`src/hw/rtl/blse_pkg.sv`:
```
// Shared types, codes and field widths of the bounded list sequence engine.
package blse_pkg;

  localparam int OP_W  = 4;
  localparam int VAL_W = 32;
  localparam int POS_W = 9;
  localparam int ST_W  = 3;
  localparam int CNT_W = 9;

  typedef enum logic [OP_W-1:0] {
    OP_INS_FRONT = 4'd0,
    OP_INS_BACK  = 4'd1,
    OP_INS_AT    = 4'd2,
    OP_DEL_FRONT = 4'd3,
    OP_DEL_BACK  = 4'd4,
    OP_DEL_AT    = 4'd5,
    OP_DEL_FIRST = 4'd6,
    OP_DEL_ALL   = 4'd7,
    OP_CLEAR     = 4'd8,
    OP_READ_AT   = 4'd9
  } op_e;

  typedef enum logic [ST_W-1:0] {
    ST_OK       = 3'd0,
    ST_RANGE    = 3'd1,
    ST_NOTFOUND = 3'd2,
    ST_FULL     = 3'd3,
    ST_EMPTY    = 3'd4
  } status_e;

  typedef enum logic [3:0] {
    S_IDLE,
    S_DECODE,
    S_ALLOC,
    S_ALLOC_WAIT,
    S_PLACE,
    S_WSTART,
    S_WALK,
    S_LINK,
    S_SCAN,
    S_FIX,
    S_CLEAR,
    S_DONE
  } state_e;

  typedef struct packed {
    logic    latch_in;
    logic    alloc_rd;
    logic    alloc_take;
    logic    alloc_new;
    logic    ins_front;
    logic    walk_start;
    logic    advance;
    logic    ins_write;
    logic    ins_link;
    logic    del_node;
    logic    fix;
    logic    rd_capture;
    logic    clear;
    logic    set_status;
    status_e status;
    logic    load_out;
  } ctrl_cmd_t;

  typedef struct packed {
    op_e  op;
    logic empty;
    logic full;
    logic pos_zero;
    logic pos_gt_count;
    logic pos_ge_count;
    logic pop_free;
    logic rem_zero;
    logic match;
    logic has_prev;
    logic pend;
    logic none_removed;
    logic front_ins;
    logic out_busy;
  } dp_stat_t;

endpackage

```
`src/hw/rtl/blse_ctrl.sv`:
```
// Controller state machine: sequences allocation, list walks, scans and result hand-off.
module blse_ctrl (
  input  logic                clk_i,
  input  logic                rst_ni,
  input  logic                in_valid_i,
  output logic                in_ready_o,
  input  blse_pkg::dp_stat_t  stat_i,
  output blse_pkg::ctrl_cmd_t cmd_o
);
  import blse_pkg::*;

  state_e state_q, state_d;
  logic   is_scan;
  logic   is_ins;

  assign is_scan = (stat_i.op == OP_DEL_FIRST) || (stat_i.op == OP_DEL_ALL);
  assign is_ins  = (stat_i.op == OP_INS_FRONT) || (stat_i.op == OP_INS_BACK) ||
                   (stat_i.op == OP_INS_AT);

  always_ff @(posedge clk_i or negedge rst_ni) begin
    if (!rst_ni) begin
      state_q <= S_IDLE;
    end else begin
      state_q <= state_d;
    end
  end

  // next state
  always_comb begin
    state_d = state_q;
    case (state_q)
      S_IDLE: begin
        if (in_valid_i) state_d = S_DECODE;
      end
      S_DECODE: begin
        case (stat_i.op)
          OP_INS_FRONT, OP_INS_BACK: begin
            state_d = stat_i.full ? S_DONE : S_ALLOC;
          end
          OP_INS_AT: begin
            if (stat_i.full) state_d = S_DONE;
            else if (!stat_i.empty && !stat_i.pos_zero && stat_i.pos_gt_count) state_d = S_DONE;
            else state_d = S_ALLOC;
          end
          OP_DEL_FRONT, OP_DEL_BACK: begin
            state_d = stat_i.empty ? S_DONE : S_WSTART;
          end
          OP_DEL_AT, OP_READ_AT: begin
            state_d = stat_i.pos_ge_count ? S_DONE : S_WSTART;
          end
          OP_DEL_FIRST, OP_DEL_ALL: state_d = S_WSTART;
          OP_CLEAR: state_d = S_CLEAR;
          default: state_d = S_DONE;
        endcase
      end
      S_ALLOC: begin
        state_d = stat_i.pop_free ? S_ALLOC_WAIT : S_PLACE;
      end
      S_ALLOC_WAIT: state_d = S_PLACE;
      S_PLACE: begin
        state_d = stat_i.front_ins ? S_DONE : S_WSTART;
      end
      S_WSTART: begin
        state_d = is_scan ? S_SCAN : S_WALK;
      end
      S_WALK: begin
        if (stat_i.rem_zero) begin
          if (is_ins) state_d = S_LINK;
          else if (stat_i.op == OP_READ_AT) state_d = S_DONE;
          else state_d = stat_i.has_prev ? S_FIX : S_DONE;
        end
      end
      S_LINK: state_d = S_DONE;
      S_SCAN: begin
        if (stat_i.rem_zero) begin
          state_d = stat_i.pend ? S_FIX : S_DONE;
        end else if (stat_i.match && (stat_i.op == OP_DEL_FIRST)) begin
          state_d = stat_i.has_prev ? S_FIX : S_DONE;
        end
      end
      S_FIX:   state_d = S_DONE;
      S_CLEAR: state_d = S_DONE;
      S_DONE: begin
        if (!stat_i.out_busy) state_d = S_IDLE;
      end
      default: state_d = S_IDLE;
    endcase
  end

  // outputs
  always_comb begin
    cmd_o        = '0;
    cmd_o.status = ST_OK;
    in_ready_o   = (state_q == S_IDLE);
    case (state_q)
      S_IDLE: begin
        cmd_o.latch_in = in_valid_i;
      end
      S_DECODE: begin
        case (stat_i.op)
          OP_INS_FRONT, OP_INS_BACK: begin
            cmd_o.set_status = stat_i.full;
            cmd_o.status     = ST_FULL;
          end
          OP_INS_AT: begin
            if (stat_i.full) begin
              cmd_o.set_status = 1'b1;
              cmd_o.status     = ST_FULL;
            end else if (!stat_i.empty && !stat_i.pos_zero && stat_i.pos_gt_count) begin
              cmd_o.set_status = 1'b1;
              cmd_o.status     = ST_RANGE;
            end
          end
          OP_DEL_FRONT, OP_DEL_BACK: begin
            cmd_o.set_status = stat_i.empty;
            cmd_o.status     = ST_EMPTY;
          end
          OP_DEL_AT, OP_READ_AT: begin
            cmd_o.set_status = stat_i.pos_ge_count;
            cmd_o.status     = ST_RANGE;
          end
          default: ;
        endcase
      end
      S_ALLOC: begin
        cmd_o.alloc_rd  = stat_i.pop_free;
        cmd_o.alloc_new = !stat_i.pop_free;
      end
      S_ALLOC_WAIT: cmd_o.alloc_take = 1'b1;
      S_PLACE: cmd_o.ins_front = stat_i.front_ins;
      S_WSTART: cmd_o.walk_start = 1'b1;
      S_WALK: begin
        if (!stat_i.rem_zero) begin
          cmd_o.advance = 1'b1;
        end else if (is_ins) begin
          cmd_o.ins_write = 1'b1;
        end else if (stat_i.op == OP_READ_AT) begin
          cmd_o.rd_capture = 1'b1;
        end else begin
          cmd_o.del_node = 1'b1;
        end
      end
      S_LINK: cmd_o.ins_link = 1'b1;
      S_SCAN: begin
        if (stat_i.rem_zero) begin
          cmd_o.set_status = stat_i.none_removed;
          cmd_o.status     = ST_NOTFOUND;
        end else if (stat_i.match) begin
          cmd_o.del_node = 1'b1;
        end else begin
          cmd_o.advance = 1'b1;
        end
      end
      S_FIX:   cmd_o.fix = 1'b1;
      S_CLEAR: cmd_o.clear = 1'b1;
      S_DONE:  cmd_o.load_out = !stat_i.out_busy;
      default: ;
    endcase
  end

endmodule

```
`config.mk`:
```
export PLATFORM = sky130hd
export DESIGN_NAME = blse_ctrl
export DESIGN_NICKNAME = d
export VERILOG_FILES = /design/src/hw/rtl/blse_pkg.sv /design/src/hw/rtl/blse_ctrl.sv
export SDC_FILE = /design/constraint.sdc
export NUM_CORES = 1
export LEC_CHECK = 0
export ABC_AREA = 0
export BUFFER_PORTS_ARGS = -buffer_cell sky130_fd_sc_hd__buf_2
export CAP_MARGIN = 20
export CORE_MARGIN = 4
export CORE_UTILIZATION = 35
export CTS_CLUSTER_DIAMETER = 40
export CTS_CLUSTER_SIZE = 14
export DETAILED_ROUTE_END_ITERATION = 12
export GPL_TIMING_DRIVEN = 0
export PLACE_DENSITY_LB_ADDON = 0.05
export SYNTH_ARGS = -nofsm -noshare
export SYNTH_HDL_FRONTEND = slang
export SYNTH_SLANG_ARGS = --single-unit
```
`constraint.sdc`:
```
create_clock -name clk_i -period 1.99 [get_ports clk_i]
set_input_delay 0.4975 -clock clk_i [delete_from_list [all_inputs] [get_ports clk_i]]
set_output_delay 0.4975 -clock clk_i [all_outputs]
set_load 0.02 [all_outputs]
```
==> results of run 1 <==
==> stage by stage <==
step	hold slack [ns]	utilization	total power [W]
2_1_floorplan	0.202	-	0.000948
3_3_place_gp	0.301	0.462	0.00121
3_5_place_dp	0.305	0.462	0.00122
4_1_cts	0.0559	0.532	0.00155
5_1_grt	0.0628	0.575	0.00183
6_report	0.0638	0.575	0.00170
==> placed cells by master, fill, tap and decap left out, types with 3 or more instances in the layout <==
cell type and instances:
nor3_2 4, nand3_1 3, o21a_1 3, buf_6 6
clkbuf_4 5, o21ai_0 6, buf_2 30, a21oi_1 11
inv_1 5, nor2_4 3, nand2_1 9, nor2_1 13
nor3_1 4, a22o_1 3, nor2b_1 8, buf_4 22
==> timing repair <==
item                                    4_1_cts  5_1_grt
setup buffers                                 9        3
hold endpoints to repair                      0        0
pin swaps                                     8        9
gates resized for setup                      25       25
endpoints found under the setup margin        9       12
==> metal layers <==
layer | up-vias | wire [um] | global-route usage
met5 | - | 0 | 0
met4 | 0 | 8 | 0.0341
met3 | 2 | 343 | 0.0234
met2 | 72 | 1600 | 0.295
met1 | 599 | 1470 | 0.289
li1 | 640 | - | -
==> worst paths after layout <==
path	cells after the start	slack [ns]	start	end
max in group asynchronous	1	1.79	rst_ni	state_q[2]
setup / recovery	5	-0.14	state_q[3]	cmd_o[4]
min in group clk_i	2	0.53	stat_i[0]	state_q[0]
hold reg to reg	3	0.87	state_q[1]	state_q[0]
hold / removal	1	0.06	rst_ni	state_q[0]
setup reg to reg	8	0.18	state_q[1]	state_q[1]
==> worst max-delay path: stages (launching register included) <==
cell and delay, ns:
dfrtp_2 0.44, or4b_4 0.57, nor2_2 0.11, a22oi_2 0.07, nand2_1 0.09, buf_6 0.11
==> where the power goes <==
part / total [W] / internal, W / leakage [nW] / switching (W)
Combinational: 0.00144 / 0.000672 / 0.594 / 0.000764
Clock: 0.0000949 / 0.0000671 / 0.0138 / 0.0000279
Sequential: 0.000169 / 0.000124 / 0.0479 / 0.0000451
Total: 0.00170 / 0.000863 / 0.655 / 0.000837
==> cell families (layout without fill, tap and decap cells) <==
family / Yosys count / count (layout) / share of synthesized area
and+or+nand+nor: 71 / 71 / 0.416
AOI/OAI and AO/OA: 47 / 47 / 0.363
DFF: 4 / 4 / 0.103
xor gates and xnor gates: 1 / 1 / 0.00905
buffers and inverters: 19 / 69 / 0.0982
muxes: 1 / 1 / 0.0103
==> area by class of cell <==
type | instances | area, um2
Fill cell | 254 | 1090
Multi-Input combinational cell | 120 | 882
Tap cell | 30 | 37.5
Clock buffer | 3 | 22.5
Inverter | 5 | 18.8
Timing Repair Buffer | 47 | 310
Sequential cell | 4 | 103
Buffer | 14 | 103
==> results.yml, run 1 <==
place:
  gp_congestion: 0.870
  place_inst: 208
  place_area_um2: 1190
  dp.final_hpwl_um: 2580
  dp_slack_ns: -0.222
  portBuffers: 35
cts:
  cts_tree: "built"
  cts-root-buf: "clkbuf_4"
  clock_latency_ns: 0.23
  cts-htree-levels: 1
  cts_made_buffers: 3
  clockBufferDepth: 2
  cts_sinks: 4
  hold_buffers: 0
  cts.clk_slew.worst_paths_ns: 0.04
power_and_ir_drop:
  peakVddDrop_mv: 0.917
  p_leak_nw: 0.655
  power_density_nw_per_um2: 1150
detailed_routing:
  drcViolationCount: 0
  totalWireLength_um: 3430
  dr.pass1.iters: 4
  vias: 1313
  post_drt_wl_per_cell_um: 15.4
  viasPerCell: 5.89
  drt_iter0_drc: 48
  antenna_left: 0
synth:
  synth.most_common_cell: "nor2_1"
  ys.flop_type: "dfrtp_1"
  synth.area.top_cells: "dfrtp_1 (10%), buf_2 (6.7%), nor2_1 (6.6%)"
  syn_inst: 143
  async_flop_share: 1.00
  synth.top_cells.by_count: "nor2_1 (17), buf_2 (13), a21oi_1 (11)"
  synth_top_cell_area_share: 0.103
  synth_top_cell_by_area: "dfrtp_1"
  synth_seq_cells: 4
  yosys.cell_types.count: 46
  syn_nets: 163
  yosysWarningCount: 0
  syn_avg_cell_area_um2: 6.77
  synth_edf_count: 0
  synthesis.area_um2: 968
  yosysSeqAreaShare: 0.103
final_layout:
  regMostFlops: "state_q"
  fin_area_um2: 1480
  reg.largest.list: "state_q: 4 flops"
  area_growth_pct: 52.5
  largest_reg_flops: 4
  final_cells: 223
  nNetsFinal: 215
  n_antenna_cell: 0
  drive_gt1_frac: 0.461
status:
  violations: "negative setup slack"
  status: "finished with violations"
sta:
  fmax_ghz: 0.470
  drv_slew: 0
  layout_min_cycle_time_ns: 2.13
  setup_ws_ns: -0.136
  setup_viol: 8
  worst_pin_slew_ns: 0.365
  hold_viol: 0
  fin_skew_ns: 0.00524
  finalCritPeriodShare: 1.07
  rsz0062_at_grt: "true"
  max_slew_margin: 0.756
  finalSetupTns_ns: -0.486
grt:
  antenna_found_initial: 0
  grt_pass1_wl_um: 5440
  track_usage: 0.192
  grt_overflow: 0
  grt_max_degree: 11
  first_global_vias: 1180
worst_setup_path:
  start_kind: "flop"
  worst-path-max-fanout: 4
  endpoint_kind: "primary output"
  critPathArrivalTime_ns: 1.63
  crit_required_ns: 1.49
  path_class: "flop to primary output"
flow_run:
  drv_cap: 0
floorplanning:
  start_util: 0.377
  core_um2: 2570
  num_io_pins: 39
  die_x_um: 60.6
  dieArea_um2: 3670
  die_y_um: 60.6
  num_rows: 18
hold_path:
  min_path_type: "input port to asynchronous set/reset pin"
(Power assumes the default switching activity.)
==> run 2, diff against run 1 <==
clock period = 2.5 ns   (was 1.99 ns; I/O delays follow)
==> run 2 against run 1 <==
Compared with the run above: the run now ends clean; count of clock-buffer cells in the layout did not move; critical path depth is 2 higher; design area fell by 16%; worst setup slack improved by 0.25 ns; sequential power down 30%; register-to-register slack improved by 0.56 ns; first-iteration DRC count shrank 21%; critical path type is now input port to primary output; critical endpoint unchanged; largest cell class unchanged.
==> results.yml, run 2 (same netlist as run 1, synthesis figures left out) <==
cts:
  cts_sinks: 4
  cts-root-buf: "clkbuf_4"
  cts-htree-levels: 1
  clockBufferDepth: 2
  hold_buffers: 0
  clock_latency_ns: 0.23
  cts_tree: "built"
  cts.clk_slew.worst_paths_ns: 0.04
  cts_made_buffers: 3
grt:
  first_global_vias: 1090
  grt_max_degree: 11
  grt_pass1_wl_um: 4990
  track_usage: 0.174
  grt_overflow: 0
  antenna_found_initial: 0
status:
  status: "complete, no violations"
sta:
  drv_slew: 0
  finalSetupTns_ns: 0
  rsz0062_at_grt: "false"
  layout_min_cycle_time_ns: 2.39
  max_slew_margin: 0.686
  fin_skew_ns: 0.00449
  worst_pin_slew_ns: 0.467
  setup_viol: 0
  fmax_ghz: 0.418
  finalCritPeriodShare: 0.956
  hold_viol: 0
final_layout:
  n_antenna_cell: 0
  final_cell_mix: "buf_2 (47), nor2_1 (17), a21oi_1 (11), nand2_1 (10), nor2b_1 (8)"
  regMostFlops: "state_q"
  drive_gt1_frac: 0.344
  largest_reg_flops: 4
  fin_util: 0.482
  fill_cells: 287
  area_growth_pct: 27.8
  final_common_cell: "buf_2"
  reg.largest.list: "state_q: 4 flops"
  nNetsFinal: 205
power_and_ir_drop:
  peakVddDrop_mv: 0.701
  p_leak_nw: 0.582
  power_density_nw_per_um2: 887
detailed_routing:
  vias: 1237
  antenna_left: 0
  viasPerCell: 5.81
  drcViolationCount: 0
  drt_iter0_drc: 38
  totalWireLength_um: 3200
  post_drt_wl_per_cell_um: 15.0
  dr.pass1.iters: 4
floorplanning:
  start_util: 0.377
  num_rows: 18
  die_x_um: 60.6
  core_um2: 2570
  die_y_um: 60.6
  dieArea_um2: 3670
  num_io_pins: 39
worst_setup_path:
  endpoint_kind: "primary output"
  path_class: "input port to primary output"
  r2r_cells: 6
  worst-path-max-fanout: 10
  worst-r2r-setup-slack_ns: 0.74
  critPathArrivalTime_ns: 1.77
  start_kind: "input port"
  crit_required_ns: 1.88
place:
  gp_congestion: 0.872
  dp.final_hpwl_um: 2520
  portBuffers: 35
flow_run:
  drv_cap: 0
hold_path:
  min_path_type: "input port to asynchronous set/reset pin"
## run 2: cell count changes in the layout (fill, tap and decap cells not counted), sizes merged
cell,before,now
clkbuf,5,3
buf,59,51
## run 2: routing by layer
metal	routed length (um)	vias to the layer above	track usage
met1	1610	571	0.276
li1	-	619	-
met2	1400	47	0.256
met3	187	0	0.0298
met4	0	0	0.00619
met5	0	-	0
## run 2: report_power, final
group	switching [W]	internal (W)	total, W
registers	0.0000216	0.0000961	0.000118
clock network	0.0000257	0.0000537	0.0000794
logic	0.000527	0.000374	0.000901
total	0.000574	0.000524	0.00110
## run 2: metrics by stage
step                worst slack, ns  hold slack, ns  instance area, um2  instances  total power, W
floorplan                     0.250           0.329                 968        143        0.000752
global placement              0.152           0.429                1180        208        0.000962
detailed placement            0.120           0.432                1180        208        0.000960
CTS                          0.0268           0.180                1210        211         0.00106
global route                 0.0108           0.175                1240        213         0.00119
finish                        0.110           0.186                1240        213         0.00110
## run 2: critical path, cell delays in order
cell	delay [ns]
buf_2	0.14
buf_2	0.23
xnor2_1	0.14
o32ai_1	0.10
a22oi_1	0.28
nand2_1	0.08
buf_2	0.17
## run 2: final timing paths
kind | start | end
max in group asynchronous | rst_ni | state_q[2]
max reg2reg | state_q[3] | state_q[0]
min reg2reg | state_q[3] | state_q[2]
min | rst_ni | state_q[0]
max | stat_i[15] | cmd_o[4]
min in group clk_i | stat_i[0] | state_q[0]
## run 2: cell type report
class	instances	area (um2)	area share
plain buffers	14	78.8	0.0637
repair buffers	37	190	0.154
flip-flops and latches	4	100	0.0809
well taps	30	37.5	0.0303
clock buffers	3	22.5	0.0182
inverters	5	18.8	0.0152
multi-input cells	120	790	0.638
## run 2: timing repair
| item | 4_1_cts | 5_1_grt |
|---|---|---|
| setup buffers | 0 | 2 |
| endpoints found under the setup margin | 1 | 2 |
| resized for setup | 1 | 4 |
| pin swaps | 0 | 2 |
==> run 3, diff against run 2 <==
==> constraint.sdc (replaced) <==
create_clock -name clk_i -period 2.5 [get_ports clk_i]
set_input_delay 0.125 -clock clk_i [delete_from_list [all_inputs] [get_ports clk_i]]
set_output_delay 0.125 -clock clk_i [all_outputs]
set_load 0.02 [all_outputs]
==> run 3 against run 2 <==
Compared with the run above: worst hold slack worse by 0.022 ns; via count shrank 2.2%; critical endpoint unchanged; combinational power fell by 5.1%; sequential share of layout area up 0.16 points; critical path depth is 1 lower; count of clock-buffer cells in the layout unchanged; wire length is 0.25% higher; maximum frequency grew 14%; sequential power barely moved; sequential cell count did not move; core utilization fell by 0.93 points; clock skew about the same.
==> results.yml, run 3 (same netlist as run 1, synthesis figures left out) <==
sta:
  drv_slew: 0
  layout_min_cycle_time_ns: 2.09
  fin_skew_ns: 0.00433
  setup_viol: 0
  fmax_ghz: 0.478
  worst_pin_slew_ns: 0.533
  max_slew_margin: 0.644
  fin_hold_ws_ns: 0.164
  rsz0062_at_grt: "false"
  setup_ws_ns: 0.407
  hold_viol: 0
  finalSetupTns_ns: 0
  finalCritPeriodShare: 0.837
detailed_routing:
  viasPerCell: 5.71
  drt_iter0_drc: 50
  vias: 1210
  drcViolationCount: 0
  antenna_left: 0
  post_drt_wl_per_cell_um: 15.1
  dr.pass1.iters: 4
  totalWireLength_um: 3210
floorplanning:
  start_util: 0.377
  num_rows: 18
  num_io_pins: 39
  die_y_um: 60.6
  core_um2: 2570
  die_x_um: 60.6
  dieArea_um2: 3670
final_layout:
  area_growth_pct: 25.3
  fill_cells: 287
  final_common_cell: "buf_2"
  multi_input_comb_area_um2: 773
  reg.largest.list: "state_q: 4 flops"
  final_cell_mix: "buf_2 (48), nor2_1 (17), a21oi_1 (11), nand2_1 (10), nor2b_1 (9)"
  regMostFlops: "state_q"
  n_antenna_cell: 0
  regArea_um2: 100
  nNetsFinal: 204
  drive_gt1_frac: 0.324
  largest_reg_flops: 4
  fin_area_um2: 1210
worst_setup_path:
  worst-r2r-setup-slack_ns: 0.67
  critPathArrivalTime_ns: 1.97
  r2r-end: "state_q[3]"
  cp_slowest_cell: "nor4b_2"
  path_cells: "buf_2 > nor4b_2 > o2111a_1 > a22oi_1 > nand2_1 > buf_2"
  start_kind: "flop"
  r2r_cells: 6
  worst-path-max-fanout: 10
  crit_required_ns: 2.38
  crit_start: "state_q[3]"
  critical-path-max-stage-delay_ns: 0.52
  cp_common_cell: "buf_2"
  path_class: "flop to primary output"
  endpoint_kind: "primary output"
  crit-reg2reg-launch: "state_q[3]"
grt:
  grt_pass1_wl_um: 5000
  track_usage: 0.174
  first_global_vias: 1093
  grt_max_degree: 11
  grt_overflow: 0
  antenna_found_initial: 0
cts:
  cts.clk_slew.worst_paths_ns: 0.04
  cts_resized: 0
  cts_sinks: 4
  cts_tree: "built"
  post_cts_buffers: 0
  hold_buffers: 1
  clock_latency_ns: 0.23
  cts-root-buf: "clkbuf_4"
  cts_made_buffers: 3
  clockBufferDepth: 2
  cts-htree-levels: 1
place:
  place_area_um2: 1180
  gp_congestion: 0.872
  portBuffers: 35
  dp_slack_ns: 0.654
  dp.final_hpwl_um: 2520
hold_path:
  min_path_cells: 2
  min_path_type: "input port to flop"
  holdPathEnd: "state_q[0]"
  worstHoldStart: "stat_i[0]"
power_and_ir_drop:
  p_leak_nw: 0.569
  peakVddDrop_mv: 0.610
  power_density_nw_per_um2: 868
flow_run:
  drv_cap: 0
status:
  status: "complete, no violations"
run 3: layout make-up:
class / instances / area share
plain buffers: 14 / 0.0629
clock buffers: 3 / 0.0186
inverters: 5 / 0.0155
multi-input cells: 120 / 0.637
flip-flops and latches: 4 / 0.0825
well taps: 30 / 0.0309
repair buffers: 36 / 0.153
run 3: metal layers:
| metal | up-vias | track usage | routed length, um |
|---|---|---|---|
| met2 | 37 | 0.256 | 1420 |
| li1 | 613 | - | - |
| met4 | 0 | 0.00619 | 0 |
| met5 | - | 0 | 0 |
| met3 | 0 | 0.0298 | 185 |
| met1 | 560 | 0.277 | 1600 |
run 3: where the power goes:
| part | leakage [nW] | switching (W) | internal [W] |
|---|---|---|---|
| clock network | 0.0138 | 0.0000257 | 0.0000537 |
| registers | 0.0506 | 0.0000234 | 0.0000962 |
| logic | 0.504 | 0.000512 | 0.000343 |
run 3: how the worst max path moves through the flow:
| stage | end | slack [ns] | depth (start not counted) |
|---|---|---|---|
| 2_1_floorplan | state_q[3] | 0.89 | 6 |
| 3_3_place_gp | cmd_o[4] | 0.67 | 6 |
| 3_5_place_dp | cmd_o[4] | 0.65 | 6 |
| 4_1_cts | cmd_o[4] | 0.40 | 6 |
| 5_1_grt | cmd_o[4] | 0.29 | 6 |
| 6_report | cmd_o[4] | 0.41 | 6 |
run 3: worst max-delay path: cells and delay by family (launching register included):
family / cells / cell delay, ns
buf+inv: 2 / 0.34
simple gates: 2 / 0.60
compound gates: 2 / 0.39
flops: 1 / 0.40
run 3: stage by stage:
step | power (W) | std cells | utilization
floorplan | 0.000752 | 143 | -
global placement | 0.000962 | 208 | 0.460
detailed placement | 0.000960 | 208 | 0.460
CTS | 0.00105 | 212 | 0.473
global route | 0.00114 | 212 | 0.473
finish | 0.00105 | 212 | 0.473
